### src/rtl/hex_record_stream_parser_defines.svh
// Assertion macros for the hex record stream parser.
`ifndef HEX_RECORD_STREAM_PARSER_DEFINES_SVH
`define HEX_RECORD_STREAM_PARSER_DEFINES_SVH

`ifndef SYNTH
// Check a condition at every clock edge outside reset.
`define HRSP_ASSERT(lbl, cond, msg) \
  lbl: assert property (@(posedge clk) disable iff (!rst_n) (cond)) else $error(msg);
// Check that a condition is followed by another in the next cycle.
`define HRSP_ASSERT_NEXT(lbl, pre, post, msg) \
  lbl: assert property (@(posedge clk) disable iff (!rst_n) (pre) |=> (post)) else $error(msg);
`else
`define HRSP_ASSERT(lbl, cond, msg)
`define HRSP_ASSERT_NEXT(lbl, pre, post, msg)
`endif

`endif

### src/rtl/hrsp_pkg.sv
// Shared types and constants for the hex record stream parser.
package hrsp_pkg;

  localparam int unsigned QUEUE_DEPTH_DEF = 2;

  localparam int unsigned POS_W = 10;
  localparam logic [POS_W-1:0] POS_ENDED      = 10'd1023;
  localparam logic [POS_W-1:0] POS_MAX        = 10'd1022;
  localparam logic [POS_W-1:0] POS_COUNT      = 10'd1;
  localparam logic [POS_W-1:0] POS_ADDR_HI    = 10'd3;
  localparam logic [POS_W-1:0] POS_ADDR_LO    = 10'd5;
  localparam logic [POS_W-1:0] POS_TYPE       = 10'd7;
  localparam logic [POS_W-1:0] FIRST_DATA_POS = 10'd9;

  localparam logic [7:0] TYPE_EOF = 8'd1;

  localparam logic KIND_DATA = 1'b0;
  localparam logic KIND_EOF  = 1'b1;

  localparam logic [7:0] CH_A    = 8'h61;
  localparam logic [7:0] CH_F    = 8'h66;
  localparam logic [7:0] CH_0    = 8'h30;
  localparam logic [7:0] CH_9    = 8'h39;
  localparam logic [7:0] CH_TAB  = 8'h09;
  localparam logic [7:0] CH_CR   = 8'h0D;
  localparam logic [7:0] CH_SP   = 8'h20;
  localparam logic [3:0] NIB_TEN = 4'd10;

  // Classified character passed from front to back.
  typedef struct packed {
    logic       is_space;
    logic [3:0] nibble;
  } token_t;

endpackage

### src/rtl/hrsp_front.sv
// Front end: classifies each character and queues the resulting token.
module hrsp_front #(
  parameter int unsigned QUEUE_DEPTH = hrsp_pkg::QUEUE_DEPTH_DEF
) (
  input  logic            clk,
  input  logic            rst_n,
  input  logic            in_valid,
  output logic            in_ready,
  input  logic [7:0]      in_ch,
  output logic            tok_valid,
  input  logic            tok_pop,
  output hrsp_pkg::token_t tok
);
  import hrsp_pkg::*;

  localparam int unsigned PTR_W = (QUEUE_DEPTH > 1) ? $clog2(QUEUE_DEPTH) : 1;
  localparam int unsigned CNT_W = $clog2(QUEUE_DEPTH + 1);
  localparam logic [PTR_W-1:0] PTR_LAST = PTR_W'(QUEUE_DEPTH - 1);
  localparam logic [CNT_W-1:0] CNT_FULL = CNT_W'(QUEUE_DEPTH);

  token_t             entry_r [QUEUE_DEPTH];
  logic [PTR_W-1:0]   wr_ptr_r, wr_ptr_nxt;
  logic [PTR_W-1:0]   rd_ptr_r, rd_ptr_nxt;
  logic [CNT_W-1:0]   count_r, count_nxt;
  token_t             new_tok;
  logic               push, pop;

  always_comb begin
    new_tok.is_space = (in_ch == CH_SP) || (in_ch inside {[CH_TAB:CH_CR]});
    if (in_ch inside {[CH_A:CH_F]}) begin
      new_tok.nibble = 4'(in_ch - CH_A) + NIB_TEN;
    end else if (in_ch inside {[CH_0:CH_9]}) begin
      new_tok.nibble = 4'(in_ch - CH_0);
    end else begin
      new_tok.nibble = 4'd0;
    end
  end

  assign in_ready  = (count_r != CNT_FULL);
  assign tok_valid = (count_r != '0);
  assign push      = in_valid && in_ready;
  assign pop       = tok_pop && tok_valid;
  assign tok       = entry_r[rd_ptr_r];

  always_comb begin
    wr_ptr_nxt = wr_ptr_r;
    rd_ptr_nxt = rd_ptr_r;
    count_nxt  = count_r;
    if (push) begin
      wr_ptr_nxt = (wr_ptr_r == PTR_LAST) ? '0 : wr_ptr_r + 1'b1;
    end
    if (pop) begin
      rd_ptr_nxt = (rd_ptr_r == PTR_LAST) ? '0 : rd_ptr_r + 1'b1;
    end
    if (push && !pop) begin
      count_nxt = count_r + 1'b1;
    end else if (pop && !push) begin
      count_nxt = count_r - 1'b1;
    end
  end

  always_ff @(posedge clk) begin
    if (!rst_n) begin
      wr_ptr_r <= '0;
      rd_ptr_r <= '0;
      count_r  <= '0;
    end else begin
      wr_ptr_r <= wr_ptr_nxt;
      rd_ptr_r <= rd_ptr_nxt;
      count_r  <= count_nxt;
    end
  end

  always_ff @(posedge clk) begin
    if (push) begin
      entry_r[wr_ptr_r] <= new_tok;
    end
  end

endmodule

### src/rtl/hrsp_back.sv
// Back end: record parser state and the registered result stage.
module hrsp_back (
  input  logic             clk,
  input  logic             rst_n,
  input  logic             tok_valid,
  output logic             tok_pop,
  input  hrsp_pkg::token_t tok,
  output logic             out_valid,
  input  logic             out_ready,
  output logic             out_kind,
  output logic [15:0]      out_byte_address,
  output logic [7:0]       out_byte_value
);
  import hrsp_pkg::*;

  logic [POS_W-1:0] pos_r, pos_nxt;
  logic [3:0]       hi_r, hi_nxt;
  logic [7:0]       cnt_r, cnt_nxt;
  logic [15:0]      addr_r, addr_nxt;
  logic             ov_r, ov_nxt;
  logic             okind_r, okind_nxt;
  logic [15:0]      oaddr_r, oaddr_nxt;
  logic [7:0]       oval_r, oval_nxt;

  logic             advance;
  logic             emit;
  logic [7:0]       byte_v;
  logic [POS_W-1:0] data_off;
  logic [POS_W-2:0] k;

  // Take a token when the result stage is empty or drains this cycle.
  assign advance = tok_valid && (!ov_r || out_ready);
  assign tok_pop = advance;

  assign byte_v   = {hi_r, tok.nibble};
  assign data_off = pos_r - FIRST_DATA_POS;
  assign k        = data_off[POS_W-1:1];

  always_comb begin
    pos_nxt   = pos_r;
    hi_nxt    = hi_r;
    cnt_nxt   = cnt_r;
    addr_nxt  = addr_r;
    emit      = 1'b0;
    okind_nxt = okind_r;
    oaddr_nxt = oaddr_r;
    oval_nxt  = oval_r;
    if (advance && (pos_r != POS_ENDED)) begin
      if (tok.is_space) begin
        pos_nxt = '0;
      end else begin
        if (pos_r < POS_MAX) begin
          pos_nxt = pos_r + 1'b1;
        end
        if (!pos_r[0]) begin
          hi_nxt = tok.nibble;
        end else begin
          case (pos_r)
            POS_COUNT:   cnt_nxt = byte_v;
            POS_ADDR_HI: addr_nxt = {byte_v, 8'd0};
            POS_ADDR_LO: addr_nxt = {addr_r[15:8], byte_v};
            POS_TYPE: begin
              if (byte_v == TYPE_EOF) begin
                pos_nxt   = POS_ENDED;
                emit      = 1'b1;
                okind_nxt = KIND_EOF;
                oaddr_nxt = addr_r;
                oval_nxt  = 8'd0;
              end
            end
            default: begin
              if ((pos_r >= FIRST_DATA_POS) && (k < {1'b0, cnt_r})) begin
                emit      = 1'b1;
                okind_nxt = KIND_DATA;
                oaddr_nxt = addr_r + 16'(k);
                oval_nxt  = byte_v;
              end
            end
          endcase
        end
      end
    end
  end

  always_comb begin
    ov_nxt = ov_r;
    if (advance) begin
      ov_nxt = emit;
    end else if (out_ready) begin
      ov_nxt = 1'b0;
    end
  end

  always_ff @(posedge clk) begin
    if (!rst_n) begin
      pos_r  <= '0;
      hi_r   <= '0;
      cnt_r  <= '0;
      addr_r <= '0;
      ov_r   <= 1'b0;
    end else begin
      pos_r  <= pos_nxt;
      hi_r   <= hi_nxt;
      cnt_r  <= cnt_nxt;
      addr_r <= addr_nxt;
      ov_r   <= ov_nxt;
    end
  end

  always_ff @(posedge clk) begin
    okind_r <= okind_nxt;
    oaddr_r <= oaddr_nxt;
    oval_r  <= oval_nxt;
  end

  assign out_valid        = ov_r;
  assign out_kind         = okind_r;
  assign out_byte_address = oaddr_r;
  assign out_byte_value   = oval_r;

endmodule

### src/rtl/hex_record_stream_parser.sv
// Top level of the hex record stream parser.
//
//  channel | direction | payload                                  | handshake
//  in      | input     | ch[7:0]                                  | in_valid / in_ready
//  out     | output    | kind, byte_address[15:0], byte_value[7:0]| out_valid / out_ready
//
// One character per cycle sustained while out_ready stays high; a result is valid
// once its character has passed the token queue and then the parser's result
// register.
// The queue holds QUEUE_DEPTH tokens; in_ready drops only when it is full.
// Synchronous active-low reset clears the queue, parser state and out_valid.
// A stalled out_ready backs up into the queue and then into in_ready.
`include "hex_record_stream_parser_defines.svh"

module hex_record_stream_parser #(
  parameter int unsigned QUEUE_DEPTH = hrsp_pkg::QUEUE_DEPTH_DEF
) (
  input  logic        clk,
  input  logic        rst_n,
  input  logic        in_valid,
  output logic        in_ready,
  input  logic [7:0]  in_ch,
  output logic        out_valid,
  input  logic        out_ready,
  output logic        out_kind,
  output logic [15:0] out_byte_address,
  output logic [7:0]  out_byte_value
);
  import hrsp_pkg::*;

  logic   tok_valid;
  logic   tok_pop;
  token_t tok;

  hrsp_front #(
    .QUEUE_DEPTH(QUEUE_DEPTH)
  ) u_front (
    .clk      (clk),
    .rst_n    (rst_n),
    .in_valid (in_valid),
    .in_ready (in_ready),
    .in_ch    (in_ch),
    .tok_valid(tok_valid),
    .tok_pop  (tok_pop),
    .tok      (tok)
  );

  hrsp_back u_back (
    .clk             (clk),
    .rst_n           (rst_n),
    .tok_valid       (tok_valid),
    .tok_pop         (tok_pop),
    .tok             (tok),
    .out_valid       (out_valid),
    .out_ready       (out_ready),
    .out_kind        (out_kind),
    .out_byte_address(out_byte_address),
    .out_byte_value  (out_byte_value)
  );

  `HRSP_ASSERT_NEXT(a_push_fills, in_valid && in_ready, tok_valid, "queue empty after a transfer")
  `HRSP_ASSERT(a_empty_ready, tok_valid || in_ready, "input stalled with an empty queue")
  `HRSP_ASSERT_NEXT(a_eof_last, out_valid && out_ready && out_kind, !out_valid, "result after eof")

endmodule
### config.mk
export PLATFORM = sky130hd
export DESIGN_NAME = hex_record_stream_parser
export DESIGN_NICKNAME = d
export VERILOG_FILES = /design/src/rtl/hrsp_pkg.sv /design/src/rtl/hrsp_front.sv /design/src/rtl/hrsp_back.sv /design/src/rtl/hex_record_stream_parser.sv
export VERILOG_INCLUDE_DIRS = /design/src /design/src/rtl
export SDC_FILE = /design/constraint.sdc
export NUM_CORES = 1
export LEC_CHECK = 0
export BUFFER_PORTS_ARGS = -buffer_cell sky130_fd_sc_hd__buf_2
export CAP_MARGIN = 20
export CELL_PAD_IN_SITES_DETAIL_PLACEMENT = 0
export CELL_PAD_IN_SITES_GLOBAL_PLACEMENT = 1
export CORE_MARGIN = 10
export CORE_UTILIZATION = 50
export DETAILED_ROUTE_END_ITERATION = 6
export PLACE_DENSITY_LB_ADDON = 0.1
export SKIP_LAST_GASP = 1
export SLEW_MARGIN = 20
export SYNTH_ARGS = -nofsm -noshare
export SYNTH_HDL_FRONTEND = slang
export SYNTH_SLANG_ARGS = --single-unit
### constraint.sdc
create_clock -name clk -period 9.8 [get_ports clk]
set_input_delay 1.47 -clock clk [delete_from_list [all_inputs] [get_ports clk]]
set_output_delay 1.47 -clock clk [all_outputs]
set_load 0.02 [all_outputs]
==> reports/qor.yml <==
start_util_pct: 50.8
slowest_stage: "nor2_4"
postCtsHoldBufs: 0
portBuffers: 38
seqPwrFrac_pct: 45.6
arrival_ns: 3.67
max_slew_margin_pct: 34.2
areaGrowthSynthToFinish_pct: 10.1
drt_wl_total_um: 10400
min_period_ns: 3.69
ys_types: 61
synth_edf_count: 35
syn_nets: 484
path_delay_family: "compound AO/OA/AOI/OAI gates"
cts_max_path_buffers: 2
cts-resized-gates: 0
rsz0062_at_grt: "no"
slew_viol_final: 0
finalPower_w: 0.000898
crit_required_ns: 9.78
max_freq_ghz: 0.271
clock_sink_count: 79
p_int_w: 0.000604
pwr_density_cell_nw_per_um2: 186
drt-initial-drc-count: 182
synth-seq-cells: 79
hpwl_um: 7850
ir_drop_mv: 0.117
clkTransAtPathRegs_ns: 0.08
grt_max_degree: 29
rows: 34
cap_violations: 0
cp_slowest_stage_delay_ns: 0.60
fp.dieH_um: 114
die-area_um2: 12900
startpoint_type: "flip-flop"
hp-class: "reg2reg"
synthCells: 448
clock-root-buffer: "clkbuf_8"
ys_warn_count: 0
cts_setup_buffers: 0
cts_inserted_buffers: 9
setup_violations: 0
fin_setup_tns_ns: 0
postLayoutSetupSlackWorst_ns: 6.11
combPwrFrac_pct: 24.9
grt-ovfl-total: 0
p_leak_nw: 1.82
synth_top_area_share_pct: 23.9
worst_pin_slew_ns: 0.963
cts.htree.levels: 3
synth.area.top_cells: "edfxtp_1 (24%), dfxtp_1 (20%), ha_1 (6.6%)"
crit_path_max_fanout: 25
synth_area_leader_cell: "edfxtp_1"
remaining_drc_errors: 0
cp_num_buf_inv: 2
antenna_cells: 0
ys_top_cells_by_count: "dfxtp_1 (44), nand2_1 (43), edfxtp_1 (35), nor2_1 (35), ha_1 (23)"
switchingPower_w: 0.000294
finalHoldViolCount: 0
synth_area_um2: 4390
syn_area_per_cell_um2: 9.80
post_drt_wl_per_cell_um: 17.7
pwr-share-clk_pct: 29.5
io_pins: 39
synth_flop_cell: "dfxtp_1"
min_period_over_period_pct: 37.6
die_width_um: 114
drtAntennaViolNets: 0
fin_worst_skew_ns: 0.0117
nets: 511
coreArea_um2: 8640
viasPerCell: 5.76
grt_pass1_vias: 3438
synth.most_common_cell: "dfxtp_1"
grt_first_pass_wirelength_um: 17300
layout-drive-gt1-share_pct: 14.2
tritoncts: "yes"
critical_path_class: "reg2reg"
place.gp.congestion: 0.870
async_flop_share_pct: 0
antenna_found_initial: 0
synth.yosys.seq_area_share_pct: 44.0
whs_ns: 0.460
drtPass1Iterations: 4
switching_share_pct: 32.8
grt_usage_pct: 16.6
crit_chain: "inv_1 -> ha_1 -> inv_1 -> o21ai_0 -> nand2b_1 -> xnor2_1 -> ha_1 -> nor2b_1 -> a2111oi_0 -> a21oi_1 -> nor2_4"
routed-via-count: 3386
preCtsSetupSlack_ns: 6.01
outcome: "finished clean"
clk_latency_ns: 0.35
cp-end-kind: "flip-flop"
==> cells in the final DEF (no fill, tap or decap), drive strengths merged, types with 3 or more instances in the layout <==
cell type / count
a2111oi: 3
a211oi: 10
a21o: 6
a21oi: 20
a22o: 9
a31oi: 5
and2: 6
and3: 7
and4: 4
buf: 38
clkbuf: 11
dfxtp: 44
edfxtp: 35
ha: 23
inv: 18
mux2: 6
mux2i: 16
nand2: 43
nand2b: 3
nand3: 3
nand4: 3
nor2: 35
nor2b: 6
nor3: 13
nor3b: 3
nor4: 8
o2111ai: 3
o211a: 4
o21a: 3
o21ai: 24
o221a: 5
o31a: 3
or2: 4
or3: 7
xnor2: 6
xor2: 13
==> cell type report <==
type                            count  area, µm²
Clock buffer                       11        131
Clock inverter                      5       81.3
Fill cell                         809       3800
Inverter                           18       67.6
Multi-Input combinational cell    329       2300
Sequential cell                    79       1930
Tap cell                          108        135
Timing Repair Buffer               38        190
==> per-stage QoR <==
step | cell area, µm² | utilization [%] | instances
global placement | 4620 | 53.4 | 572
detailed placement | 4620 | 53.5 | 572
floorplan | 4390 | - | 448
finish | 4830 | 56.0 | 588
global route | 4830 | 56.0 | 588
CTS | 4830 | 56.0 | 588
==> path summary, 6_finish.rpt <==
kind / start / to / slack (ns) / cells past startpoint
worst max-delay path: u_back.pos_r[0]$_SDFFE_PN0P_ / u_back.out_byte_value[2]$_SDFFCE_PP0P_ / 6.11 / 11
worst max register to register: u_back.pos_r[0]$_SDFFE_PN0P_ / u_back.out_byte_value[2]$_SDFFCE_PP0P_ / 6.11 / 11
worst min-delay path: u_back.cnt_r[2]$_SDFFE_PN0P_ / u_back.cnt_r[2]$_SDFFE_PN0P_ / 0.46 / 2
worst min register to register: u_back.cnt_r[2]$_SDFFE_PN0P_ / u_back.cnt_r[2]$_SDFFE_PN0P_ / 0.46 / 2
==> per-layer routing <==
layer  track usage [%]  wire (µm)  share of wire (%)
met4              7.02        133                1.3
met2              26.9       4990                 48
met1              20.6       4760                 46
met3              3.88        543                5.2
met5                 0          0                  0
==> power by group through the flow <==
stage | logic [W] | registers, W | clock network [W]
after floorplan | 0.000170 | 0.000401 | 0
after global placement | 0.000220 | 0.000417 | 0
after detailed placement | 0.000224 | 0.000418 | 0
after CTS | 0.000224 | 0.000410 | 0.000272
after global routing | 0.000254 | 0.000415 | 0.000290
final | 0.000224 | 0.000410 | 0.000265
==> sequential cells by signal, summed over array words and instances (netlist names), 2 cells and up, named ones only <==
signal,flops
u_front.entry_r,10
u_back.out_byte_value,8
u_back.pos_r,10
u_back.out_byte_address,16
u_back.addr_r,16
u_front.count_r,2
u_back.cnt_r,8
u_back.hi_r,4
==> worst reg2reg max path: stages (launching register included) <==
cell and delay, ns:
dfxtp_1 0.40, inv_1 0.22, ha_1 0.24, inv_1 0.05, o21ai_0 0.32, nand2b_1 0.12, xnor2_1 0.20, ha_1 0.28
nor2b_1 0.13, a2111oi_0 0.56, a21oi_1 0.21, nor2_4 0.60
==> cell families after synthesis <==
kind of cell	after synthesis	share of synthesized area (%)
xor gates and xnor gates	19	3.79
muxes	22	5.19
AOI/OAI and AO/OA	113	18.2
DFF	79	44.0
and+or+nand+nor	151	17.9
adders and majority gates	24	7.01
buffers and inverters	40	3.88
No activity file was read; power rests on OpenSTA's default activity.
